File: config.mk
export PLATFORM = sky130hd
export DESIGN_NAME = ideal_adc_quantizer_with_delay_flat
export DESIGN_NICKNAME = d
export VERILOG_FILES = /design/src/rtl/adcq_pkg.sv /design/src/rtl/adcq_if.sv /design/src/rtl/adcq_front.sv /design/src/rtl/adcq_fifo.sv /design/src/rtl/adcq_back.sv /design/src/rtl/ideal_adc_quantizer_with_delay.sv /design/src/flat_wrapper.sv
export SDC_FILE = /design/constraint.sdc
export NUM_CORES = 2
export LEC_CHECK = 0
export BUFFER_PORTS_ARGS = -buffer_cell sky130_fd_sc_hd__buf_2
export CORE_ASPECT_RATIO = 0.9
export CORE_MARGIN = 5
export CORE_UTILIZATION = 45
export CTS_CLUSTER_DIAMETER = 80
export DETAILED_ROUTE_END_ITERATION = 16
export MAX_ROUTING_LAYER = met4
export SLEW_MARGIN = 20
export SYNTH_ARGS = -nofsm -noshare
export SYNTH_HDL_FRONTEND = slang
export SYNTH_SLANG_ARGS = --single-unit
File: constraint.sdc
create_clock -name clk -period 8.5 [get_ports clk]
set_input_delay 0.425 -clock clk [delete_from_list [all_inputs] [get_ports clk]]
set_output_delay 0.425 -clock clk [all_outputs]
set_load 0.1 [all_outputs]
File: src/rtl/adcq_pkg.sv
// Shared constants, types and a helper function for the ideal ADC quantiser.
package adcq_pkg;

  localparam int CODE_W      = 16;
  localparam int DT_W        = 16;
  localparam int DELAY_W     = 24;
  localparam int RES_W       = 5;
  localparam int WAIT_W      = 32;
  localparam int APB_DW      = 32;
  localparam int APB_AW      = 3;
  localparam int MAX_BITS_DEF = 16;
  localparam int VOLT_W_DEF  = 16;
  localparam int VOLT_W_MAX  = 32;

  // Divider operand widths, sized for the widest supported voltage.
  localparam int DIVR_W = VOLT_W_MAX + 1;
  localparam int DIVD_W = VOLT_W_MAX + CODE_W + 1;

  localparam int Q_DEPTH = 2;

  localparam logic [RES_W-1:0]   RES_BITS_RST = RES_W'(8);
  localparam logic [DELAY_W-1:0] DELAY_RST    = DELAY_W'(1000);

  // Register indexes, taken from paddr[2].
  localparam logic REG_RES_BITS = 1'b0;
  localparam logic REG_DELAY    = 1'b1;

  // One word handed from the front end to the back end.
  typedef struct packed {
    logic                direct;
    logic [CODE_W-1:0]   code;
    logic [DT_W-1:0]     dt;
    logic [DIVD_W-1:0]   dividend;
    logic [DIVR_W-1:0]   divisor;
  } q_item_t;

  // Settings that the back end needs from the register file.
  typedef struct packed {
    logic [DELAY_W-1:0] delay;
    logic               mask_we;
    logic [CODE_W-1:0]  mask;
  } cfg_t;

  function automatic logic [CODE_W-1:0] max_code_f(input logic [RES_W-1:0] bits);
    logic [CODE_W:0] one_sh;
    one_sh = (CODE_W + 1)'(1) << bits;
    return CODE_W'(one_sh - (CODE_W + 1)'(1));
  endfunction

endpackage

File: src/rtl/adcq_if.sv
// Valid/ready channel interfaces for the sample and result words.
interface adcq_in_if #(
  parameter int VW = adcq_pkg::VOLT_W_DEF
);
  logic                          valid;
  logic                          ready;
  logic signed [VW-1:0]          input_mv;
  logic signed [VW-1:0]          ref_high_mv;
  logic signed [VW-1:0]          ref_low_mv;
  logic [adcq_pkg::DT_W-1:0]     elapsed_us;

  modport source (output valid, input_mv, ref_high_mv, ref_low_mv, elapsed_us, input ready);
  modport sink   (input valid, input_mv, ref_high_mv, ref_low_mv, elapsed_us, output ready);
endinterface

interface adcq_out_if;
  logic                          valid;
  logic                          ready;
  logic [adcq_pkg::CODE_W-1:0]   code;
  logic                          busy_res;

  modport source (output valid, code, busy_res, input ready);
  modport sink   (input valid, code, busy_res, output ready);
endinterface

File: src/rtl/adcq_front.sv
// Front end: takes a sample word, sorts out the clamped cases and forms the divider operands.
module adcq_front #(
  parameter int VOLT_WIDTH = adcq_pkg::VOLT_W_DEF
) (
  input  logic                       clk,
  input  logic                       rst_n,
  adcq_in_if.sink                    in_ch,
  input  logic [adcq_pkg::CODE_W-1:0] max_code,
  output logic                       q_push,
  output adcq_pkg::q_item_t          q_item,
  input  logic                       q_full
);
  import adcq_pkg::*;

  typedef enum logic [3:0] {
    F_IDLE = 4'b0001,
    F_DIFF = 4'b0010,
    F_MUL  = 4'b0100,
    F_PUSH = 4'b1000
  } fstate_t;

  fstate_t state_r, state_nxt;

  logic signed [VOLT_WIDTH-1:0] vin_r, vhi_r, vlo_r;
  logic [DT_W-1:0]              dt_r;
  logic [VOLT_WIDTH-1:0]        num_r, den_r;
  logic                         direct_r;
  logic [CODE_W-1:0]            code_r;
  logic [VOLT_WIDTH+CODE_W-1:0] prod_r;

  assign in_ch.ready = (state_r == F_IDLE);

  always_comb begin
    state_nxt = state_r;
    case (state_r)
      F_IDLE: if (in_ch.valid) state_nxt = F_DIFF;
      F_DIFF: state_nxt = F_MUL;
      F_MUL:  state_nxt = F_PUSH;
      F_PUSH: if (!q_full) state_nxt = F_IDLE;
      default: state_nxt = F_IDLE;
    endcase
  end

  always_ff @(posedge clk) begin
    if (!rst_n) begin
      state_r <= F_IDLE;
    end else begin
      state_r <= state_nxt;
    end
  end

  always_ff @(posedge clk) begin
    case (state_r)
      F_IDLE: begin
        vin_r <= in_ch.input_mv;
        vhi_r <= in_ch.ref_high_mv;
        vlo_r <= in_ch.ref_low_mv;
        dt_r  <= in_ch.elapsed_us;
      end
      F_DIFF: begin
        // Both differences lie in 0 .. 2^VOLT_WIDTH-1 whenever they are used.
        num_r <= VOLT_WIDTH'(vin_r - vlo_r);
        den_r <= VOLT_WIDTH'(vhi_r - vlo_r);
        if (vhi_r <= vlo_r || vin_r <= vlo_r) begin
          direct_r <= 1'b1;
          code_r   <= '0;
        end else if (vin_r >= vhi_r) begin
          direct_r <= 1'b1;
          code_r   <= max_code;
        end else begin
          direct_r <= 1'b0;
          code_r   <= '0;
        end
      end
      F_MUL: prod_r <= num_r * max_code;
      default: ;
    endcase
  end

  assign q_push          = (state_r == F_PUSH);
  assign q_item.direct   = direct_r;
  assign q_item.code     = code_r;
  assign q_item.dt       = dt_r;
  assign q_item.dividend = DIVD_W'({prod_r, 1'b0}) + DIVD_W'(den_r);
  assign q_item.divisor  = DIVR_W'({den_r, 1'b0});

endmodule

File: src/rtl/adcq_fifo.sv
// Short queue that decouples the front end from the back end.
module adcq_fifo (
  input  logic              clk,
  input  logic              rst_n,
  input  logic              push,
  input  adcq_pkg::q_item_t wr_item,
  output logic              full,
  input  logic              pop,
  output adcq_pkg::q_item_t rd_item,
  output logic              empty
);
  import adcq_pkg::*;

  localparam int PTR_W = (Q_DEPTH > 1) ? $clog2(Q_DEPTH) : 1;
  localparam int CNT_W = $clog2(Q_DEPTH + 1);

  q_item_t          mem [Q_DEPTH];
  logic [PTR_W-1:0] wr_ptr_r, rd_ptr_r;
  logic [CNT_W-1:0] count_r;
  logic             do_push, do_pop;

  assign full    = (count_r == CNT_W'(Q_DEPTH));
  assign empty   = (count_r == '0);
  assign do_push = push && !full;
  assign do_pop  = pop && !empty;
  assign rd_item = mem[rd_ptr_r];

  always_ff @(posedge clk) begin
    if (do_push) mem[wr_ptr_r] <= wr_item;
  end

  always_ff @(posedge clk) begin
    if (!rst_n) begin
      wr_ptr_r <= '0;
      rd_ptr_r <= '0;
      count_r  <= '0;
    end else begin
      if (do_push) begin
        wr_ptr_r <= (wr_ptr_r == PTR_W'(Q_DEPTH - 1)) ? '0 : wr_ptr_r + 1'b1;
      end
      if (do_pop) begin
        rd_ptr_r <= (rd_ptr_r == PTR_W'(Q_DEPTH - 1)) ? '0 : rd_ptr_r + 1'b1;
      end
      if (do_push && !do_pop) count_r <= count_r + 1'b1;
      else if (do_pop && !do_push) count_r <= count_r - 1'b1;
    end
  end

endmodule

File: src/rtl/adcq_back.sv
// Back end: shift-subtract divider, settling-delay tracker and result register.
module adcq_back #(
  parameter int MAX_BITS = adcq_pkg::MAX_BITS_DEF
) (
  input  logic              clk,
  input  logic              rst_n,
  input  logic              q_empty,
  input  adcq_pkg::q_item_t q_item,
  output logic              q_pop,
  input  adcq_pkg::cfg_t    cfg,
  adcq_out_if.source        out_ch
);
  import adcq_pkg::*;

  localparam int CNT_W = (MAX_BITS > 1) ? $clog2(MAX_BITS) : 1;

  typedef enum logic [4:0] {
    B_IDLE = 5'b00001,
    B_DIV  = 5'b00010,
    B_EVAL = 5'b00100,
    B_CMP  = 5'b01000,
    B_OUT  = 5'b10000
  } bstate_t;

  bstate_t state_r;

  logic [DIVR_W-1:0]   rem_r, div_r;
  logic [MAX_BITS-1:0] lo_r, lo_nxt;
  logic [CNT_W-1:0]    cnt_r;
  logic [DT_W-1:0]     dt_r;
  logic [CODE_W-1:0]   target_r;

  logic [CODE_W-1:0]   held_r, wcode_r;
  logic                waiting_r;
  logic [WAIT_W-1:0]   wait_r;

  logic                out_valid_r, out_busy_r;
  logic [CODE_W-1:0]   out_code_r;

  logic [DIVR_W:0]     trial;
  logic                ge;
  logic [DIVR_W-1:0]   rem_nxt;
  logic                restart;
  logic [WAIT_W-1:0]   wait_base;
  logic [WAIT_W:0]     wait_sum;
  logic                out_free;

  // One quotient bit per cycle, most significant first.
  always_comb begin
    trial   = {rem_r, lo_r[MAX_BITS-1]};
    ge      = (trial >= {1'b0, div_r});
    rem_nxt = ge ? DIVR_W'(trial - {1'b0, div_r}) : DIVR_W'(trial);
    lo_nxt  = MAX_BITS'({lo_r, ge});
  end

  always_comb begin
    restart   = !waiting_r || (wcode_r != target_r);
    wait_base = restart ? '0 : wait_r;
    wait_sum  = {1'b0, wait_base} + (WAIT_W + 1)'(dt_r);
  end

  assign out_free = !out_valid_r || out_ch.ready;
  assign q_pop    = (state_r == B_IDLE) && !q_empty;

  always_ff @(posedge clk) begin
    if (!rst_n) begin
      state_r     <= B_IDLE;
      held_r      <= '0;
      wcode_r     <= '0;
      waiting_r   <= 1'b0;
      wait_r      <= '0;
      out_valid_r <= 1'b0;
    end else begin
      // In B_OUT a taken word is replaced by the next one below.
      if (out_valid_r && out_ch.ready && state_r != B_OUT) out_valid_r <= 1'b0;
      if (cfg.mask_we) held_r <= held_r & cfg.mask;

      case (state_r)
        B_IDLE: begin
          if (!q_empty) begin
            dt_r <= q_item.dt;
            if (q_item.direct) begin
              target_r <= q_item.code;
              state_r  <= B_EVAL;
            end else begin
              // The quotient is known to fit MAX_BITS bits, so the upper
              // part of the dividend already lies below the divisor.
              rem_r   <= DIVR_W'(q_item.dividend >> MAX_BITS);
              lo_r    <= q_item.dividend[MAX_BITS-1:0];
              div_r   <= q_item.divisor;
              cnt_r   <= CNT_W'(MAX_BITS - 1);
              state_r <= B_DIV;
            end
          end
        end
        B_DIV: begin
          rem_r <= rem_nxt;
          lo_r  <= lo_nxt;
          cnt_r <= cnt_r - 1'b1;
          if (cnt_r == '0) begin
            target_r <= CODE_W'(lo_nxt);
            state_r  <= B_EVAL;
          end
        end
        B_EVAL: begin
          if (target_r == held_r) begin
            waiting_r <= 1'b0;
            wait_r    <= '0;
            state_r   <= B_OUT;
          end else if (cfg.delay == '0) begin
            held_r    <= target_r;
            waiting_r <= 1'b0;
            wait_r    <= '0;
            state_r   <= B_OUT;
          end else begin
            waiting_r <= 1'b1;
            wcode_r   <= target_r;
            wait_r    <= wait_sum[WAIT_W] ? '1 : wait_sum[WAIT_W-1:0];
            state_r   <= B_CMP;
          end
        end
        B_CMP: begin
          if (wait_r >= WAIT_W'(cfg.delay)) begin
            held_r    <= wcode_r;
            waiting_r <= 1'b0;
            wait_r    <= '0;
          end
          state_r <= B_OUT;
        end
        B_OUT: begin
          if (out_free) begin
            out_valid_r <= 1'b1;
            state_r     <= B_IDLE;
          end
        end
        default: state_r <= B_IDLE;
      endcase
    end
  end

  always_ff @(posedge clk) begin
    if (state_r == B_OUT && out_free) begin
      out_code_r <= held_r;
      out_busy_r <= waiting_r;
    end
  end

  assign out_ch.valid    = out_valid_r;
  assign out_ch.code     = out_code_r;
  assign out_ch.busy_res = out_busy_r;

endmodule

File: src/rtl/ideal_adc_quantizer_with_delay.sv
// Top level of the ideal ADC quantiser with settling delay: registers, front end, queue, back end.
//
// Each input word is one simulation tick and yields exactly one result word holding the
// settled code and a busy flag. The front end takes a word, steps it through its difference,
// multiply and push states and places it in a two-entry queue, stalling while the queue is
// full; the back end works on one word at a time with its shift-subtract divider that produces
// one code bit per cycle, while the front end can take further words as long as the queue has room.
// Clamped inputs and inverted references skip the divider in the back end. The two registers
// sit at byte addresses 0 (resolution, clamped to 1..MAX_BITS) and 4 (settling delay in
// microseconds); write them only while no word is in flight.
module ideal_adc_quantizer_with_delay #(
  parameter int MAX_BITS   = adcq_pkg::MAX_BITS_DEF,
  parameter int VOLT_WIDTH = adcq_pkg::VOLT_W_DEF
) (
  input  logic                        clk,
  input  logic                        rst_n,
  adcq_in_if.sink                     in_ch,
  adcq_out_if.source                  out_ch,
  input  logic                        psel,
  input  logic                        penable,
  input  logic                        pwrite,
  input  logic [adcq_pkg::APB_AW-1:0] paddr,
  input  logic [adcq_pkg::APB_DW-1:0] pwdata,
  output logic [adcq_pkg::APB_DW-1:0] prdata,
  output logic                        pready
);
  import adcq_pkg::*;

  logic [RES_W-1:0]   res_bits_r;
  logic [DELAY_W-1:0] delay_r;
  logic               wr_en;
  logic [RES_W-1:0]   res_wr;
  logic [CODE_W-1:0]  max_code;
  cfg_t               cfg;

  logic    q_push, q_full, q_pop, q_empty;
  q_item_t q_wr_item, q_rd_item;

  assign pready = 1'b1;
  assign wr_en  = psel && penable && pwrite;

  always_comb begin
    res_wr = pwdata[RES_W-1:0];
    if (res_wr == '0) res_wr = RES_W'(1);
    else if (res_wr > RES_W'(MAX_BITS)) res_wr = RES_W'(MAX_BITS);
  end

  always_ff @(posedge clk) begin
    if (!rst_n) begin
      res_bits_r <= RES_BITS_RST;
      delay_r    <= DELAY_RST;
    end else if (wr_en) begin
      case (paddr[2])
        REG_RES_BITS: res_bits_r <= res_wr;
        REG_DELAY:    delay_r    <= pwdata[DELAY_W-1:0];
        default: ;
      endcase
    end
  end

  always_comb begin
    case (paddr[2])
      REG_RES_BITS: prdata = APB_DW'(res_bits_r);
      REG_DELAY:    prdata = APB_DW'(delay_r);
      default:      prdata = '0;
    endcase
  end

  assign max_code    = max_code_f(res_bits_r);
  // A resolution write trims the held code to the new width.
  assign cfg.delay   = delay_r;
  assign cfg.mask_we = wr_en && (paddr[2] == REG_RES_BITS);
  assign cfg.mask    = max_code_f(res_wr);

  adcq_front #(
    .VOLT_WIDTH(VOLT_WIDTH)
  ) u_front (
    .clk      (clk),
    .rst_n    (rst_n),
    .in_ch    (in_ch),
    .max_code (max_code),
    .q_push   (q_push),
    .q_item   (q_wr_item),
    .q_full   (q_full)
  );

  adcq_fifo u_fifo (
    .clk     (clk),
    .rst_n   (rst_n),
    .push    (q_push),
    .wr_item (q_wr_item),
    .full    (q_full),
    .pop     (q_pop),
    .rd_item (q_rd_item),
    .empty   (q_empty)
  );

  adcq_back #(
    .MAX_BITS(MAX_BITS)
  ) u_back (
    .clk     (clk),
    .rst_n   (rst_n),
    .q_empty (q_empty),
    .q_item  (q_rd_item),
    .q_pop   (q_pop),
    .cfg     (cfg),
    .out_ch  (out_ch)
  );

endmodule
File: src/flat_wrapper.sv
// flat-port wrapper written by rule: the top's interface ports become plain ports
module ideal_adc_quantizer_with_delay_flat import adcq_pkg::*;
#(
  parameter int MAX_BITS   = adcq_pkg::MAX_BITS_DEF,
  parameter int VOLT_WIDTH = adcq_pkg::VOLT_W_DEF
)
  (clk, rst_n, psel, penable, pwrite, paddr, pwdata, prdata, pready, in_ch_valid, in_ch_input_mv, in_ch_ref_high_mv, in_ch_ref_low_mv, in_ch_elapsed_us, in_ch_ready, out_ch_valid, out_ch_code, out_ch_busy_res, out_ch_ready);
  adcq_in_if in_ch_i ();
  adcq_out_if out_ch_i ();
  input  logic clk;
  input  logic rst_n;
  input  logic psel;
  input  logic penable;
  input  logic pwrite;
  input  logic [adcq_pkg::APB_AW-1:0] paddr;
  input  logic [adcq_pkg::APB_DW-1:0] pwdata;
  output logic [adcq_pkg::APB_DW-1:0] prdata;
  output logic pready;
  input wire logic [$bits(in_ch_i.valid)-1:0] in_ch_valid;
  input wire logic [$bits(in_ch_i.input_mv)-1:0] in_ch_input_mv;
  input wire logic [$bits(in_ch_i.ref_high_mv)-1:0] in_ch_ref_high_mv;
  input wire logic [$bits(in_ch_i.ref_low_mv)-1:0] in_ch_ref_low_mv;
  input wire logic [$bits(in_ch_i.elapsed_us)-1:0] in_ch_elapsed_us;
  output wire logic [$bits(in_ch_i.ready)-1:0] in_ch_ready;
  output wire logic [$bits(out_ch_i.valid)-1:0] out_ch_valid;
  output wire logic [$bits(out_ch_i.code)-1:0] out_ch_code;
  output wire logic [$bits(out_ch_i.busy_res)-1:0] out_ch_busy_res;
  input wire logic [$bits(out_ch_i.ready)-1:0] out_ch_ready;
  assign in_ch_i.valid = in_ch_valid;
  assign in_ch_i.input_mv = in_ch_input_mv;
  assign in_ch_i.ref_high_mv = in_ch_ref_high_mv;
  assign in_ch_i.ref_low_mv = in_ch_ref_low_mv;
  assign in_ch_i.elapsed_us = in_ch_elapsed_us;
  assign in_ch_ready = in_ch_i.ready;
  assign out_ch_valid = out_ch_i.valid;
  assign out_ch_code = out_ch_i.code;
  assign out_ch_busy_res = out_ch_i.busy_res;
  assign out_ch_i.ready = out_ch_ready;
  ideal_adc_quantizer_with_delay #(.MAX_BITS(MAX_BITS), .VOLT_WIDTH(VOLT_WIDTH)) u_core (.clk(clk), .rst_n(rst_n), .in_ch(in_ch_i), .out_ch(out_ch_i), .psel(psel), .penable(penable), .pwrite(pwrite), .paddr(paddr), .pwdata(pwdata), .prdata(prdata), .pready(pready));
endmodule
==> results.py <==
metrics = {
    "outcome": {
        "status": "finished, final reports clean",
    },
    "logic_synthesis": {
        "seq_area_frac_synth_pct": 43.8,
        "synth_top_family_by_area": "adder cells",
        "ys_types": 84,
        "synth-simple-area-share_pct": 13.6,
        "netlist.top_cell.by_area": "edfxtp_1",
        "syn_area_um2": 34300,
        "synth_xor_area_share_pct": 3.93,
        "synthAdderAreaFrac_pct": 19.9,
        "synth_area_leaders": "edfxtp_1, fa_1, ha_1",
        "synth-edff-count": 427,
        "syn-instance-count": 3228,
        "yosys_most_used_dff": "edfxtp_1",
        "async_flop_share_pct": 0,
        "yosys_warnings": 0,
        "synth_top_area_share_pct": 37.4,
        "ys_ff_latch": 536,
        "synth.area.mux_share_pct": 3.17,
        "synth-compound-area-share_pct": 9.96,
        "syn_area_per_cell_um2": 10.6,
    },
    "cts": {
        "cts_buffers": 57,
        "cts.clk_slew.worst_paths_ns": 0.06,
        "clk_latency_ns": 0.65,
        "cts_tree": "built",
        "htreeDepth": 2,
        "cts_max_path_buffers": 3,
        "cts_root_buffer": "clkbuf_16",
        "clock-sinks": 536,
        "postCtsSetupRepairBufs": 0,
    },
    "flow_run": {
        "drv_cap": 0,
    },
    "floorplan": {
        "die-area_um2": 81800,
        "ioPinCount": 158,
        "rows": 96,
        "initial_core_util_pct": 45.2,
        "die_h_um": 272,
        "core_um2": 75900,
        "die_x_um": 301,
    },
    "routing": {
        "wl_met1_um": 40200,
        "vias": 24300,
        "drc": 0,
        "viasPerCell": 5.38,
        "wl_met2_um": 38500,
        "first_iter_violations": 1972,
        "dr.max_layer_used": "met4",
        "drt_wl_total_um": 84800,
        "postRouteAntennaNets": 0,
        "wl_met3_um": 4650,
        "routedWlPerCell_um": 18.8,
        "drt_pass1_iterations": 7,
    },
    "setup_path": {
        "cpPeakStageDelay_ns": 0.57,
        "startpoint_type": "register",
        "critPathArrivalTime_ns": 8.45,
        "end_kind": "register",
        "cpMostUsedCell": "fa_1",
        "criticalPathCategory": "register to register",
        "cp_max_fo": 13,
        "worst_ep_required_time_ns": 8.85,
        "cp_slowest_cell": "a22o_1",
    },
    "sta": {
        "skew_ns": 0.0546,
        "fin_crit_sh_pct": 95.3,
        "slew_headroom_pct": 26.5,
        "rsz0062_at_grt": "no",
        "fmax_ghz": 0.123,
        "slew_violations": 0,
        "fin_tns_setup_ns": 0,
        "final-setup-viol-count": 0,
        "finalCriticalPeriod_ns": 8.10,
        "hold_viol_final": 0,
        "max_slew.worst_pin.slew_ns": 1.09,
        "hold_ws_ns": 0.137,
    },
    "layout": {
        "regArea_um2": 15000,
        "nets": 3973,
        "multiInputGateArea_um2": 17500,
        "drive_gt1_share_pct": 10.2,
        "fill_cells": 6787,
        "instances_no_fill": 4521,
        "area_growth_pct": 13.9,
    },
    "global_route": {
        "antenna_found_initial": 3,
        "grt_util_all_layers_pct": 21.1,
        "grt_pass1_vias": 24400,
        "grt_max_degree": 82,
        "grt_overflow": 0,
        "grt_first_pass_wirelength_um": 135000,
    },
    "worst_hold_path": {
        "hold_path.class": "input port to register",
    },
    "placement": {
        "dpl.hpwl_um": 63400,
        "dp.cells": 4328,
        "io_buffers": 138,
        "gp_congestion": 0.946,
    },
    "power": {
        "p_leak_nw": 16.1,
        "powerDensity_nw_per_um2": 281,
        "peakVddDrop_mv": 0.305,
    },
}
## routing by layer
metal	GRT usage, %	vias to the layer above
li1	-	11600
met1	30.6	12000
met2	32.5	694
met3	2.39	109
met4	4.21	0
met5	-	-
## worst paths after layout
check                                                              from                                endpoint  slack, ns  depth (start not counted)
worst max-delay path                  u_core.res_bits_r[4]$_SDFFE_PN0P_     u_core.u_front.prod_r[25]$_DFFE_PP_       0.40                         30
worst min-delay path                                        in_ch_valid  u_core.u_front.state_r[1]$_SDFFE_PN0P_       0.14                          2
worst max register to register        u_core.res_bits_r[4]$_SDFFE_PN0P_     u_core.u_front.prod_r[25]$_DFFE_PP_       0.40                         30
worst min register to register  u_core.u_front.code_r[12]$_SDFFCE_PP0N_      u_core.u_fifo.mem[0][78]$_DFFE_PP_       0.42                          0
## registers in the layout, summed over array words and instances, names as in the netlist, 24 cells and up, named ones only
register	flops
u_core.delay_r	24
u_core.u_back.rem_r	33
u_core.u_back.wait_r	32
u_core.u_fifo.mem	164
u_core.u_front.prod_r	32
## report_power, final
group / switching, W / internal, W
Combinational: 0.00288 / 0.00200
Clock: 0.00108 / 0.00152
Sequential: 0.000188 / 0.00332
Total: 0.00415 / 0.00684
## cell type report
cell class              instances  share of cell area [%]
clock inverters                41                    1.28
diodes                          2                  0.0128
well taps                    1029                    3.30
repair buffers                270                    4.84
multi-input cells            2206                    44.8
inverters                     370                    3.56
clock buffers                  67                    3.83
flip-flops and latches        536                    38.4
## cell usage after synthesis (all sizes together) (12+ instances only)
cell type  instances
buf               21
or3               19
clkbuf           103
nand2            326
fa               199
xnor2             98
a21o              28
o21a              21
mux2i             67
a211oi            32
nand4             24
o21ai            122
inv              370
edfxtp           427
and2              91
nor2b             45
nor4              27
a221oi            12
nand2b            36
and3              29
xor2              56
nor3              34
ha               227
nand3             77
a31oi             28
dfxtp            109
a21oi            194
o211ai            19
mux2              37
nor2             221
## critical path: cells and delay by family (launching register included)
kind | cells | cell delay [ns]
buf+inv | 7 | 0.74
flops | 1 | 0.31
simple gates | 7 | 1.13
fa+ha+maj | 8 | 3.63
xor+xnor | 1 | 0.15
compound gates | 7 | 1.88
## through the flow
step           util (%)  total power, W  cell area (um2)  setup WS, ns
2_1_floorplan         -         0.00720            34300         0.294
3_3_place_gp       47.7         0.00831            36200         0.504
3_5_place_dp       47.7         0.00839            36200         0.387
4_1_cts            51.4          0.0111            39000         0.374
5_1_grt            51.4          0.0119            39100        0.0460
6_report           51.4          0.0110            39100         0.397
## kinds of logic (layout without fill, tap and decap cells)
logic type	after synthesis	count (layout)
buffers and inverters	494	748
XOR/XNOR	154	154
AND/OR/NAND/NOR	966	966
flip-flops	536	536
adder cells (fa/ha/maj)	426	426
other	2	12
multiplexers	104	104
AO/OA/AOI/OAI	546	546
## layout by cell type (no fill, tap or decap), types with 11 or more instances in the layout
cell type,count
fa_1,199
inv_1,369
clkinv_2,11
a21oi_1,193
nand4_1,24
clkbuf_16,58
o21ai_0,118
or3_1,18
o21a_1,21
buf_2,138
nor2b_1,45
a211oi_1,24
nand3_1,76
a31oi_1,27
nor4_1,25
and2_1,89
mux2_2,37
nor2_1,219
buf_4,49
a221oi_1,12
o21bai_1,11
nand2_1,326
mux2i_1,67
nor3_1,32
and3_1,29
xor2_1,56
o211ai_1,18
ha_1,227
dfxtp_1,108
edfxtp_1,427
dlygate4sd3_1,83
xnor2_1,98
a21o_1,28
a21boi_0,11
nand2b_1,36
## timing repair
| action | in CTS | in global routing |
|---|---|---|
| gates resized for setup | 0 | 3 |
| endpoints found under the hold margin | 82 | 1 |
| setup endpoints to repair | 0 | 3 |
| hold buffers | 82 | 1 |
No activity file was read; power rests on OpenSTA's default activity.
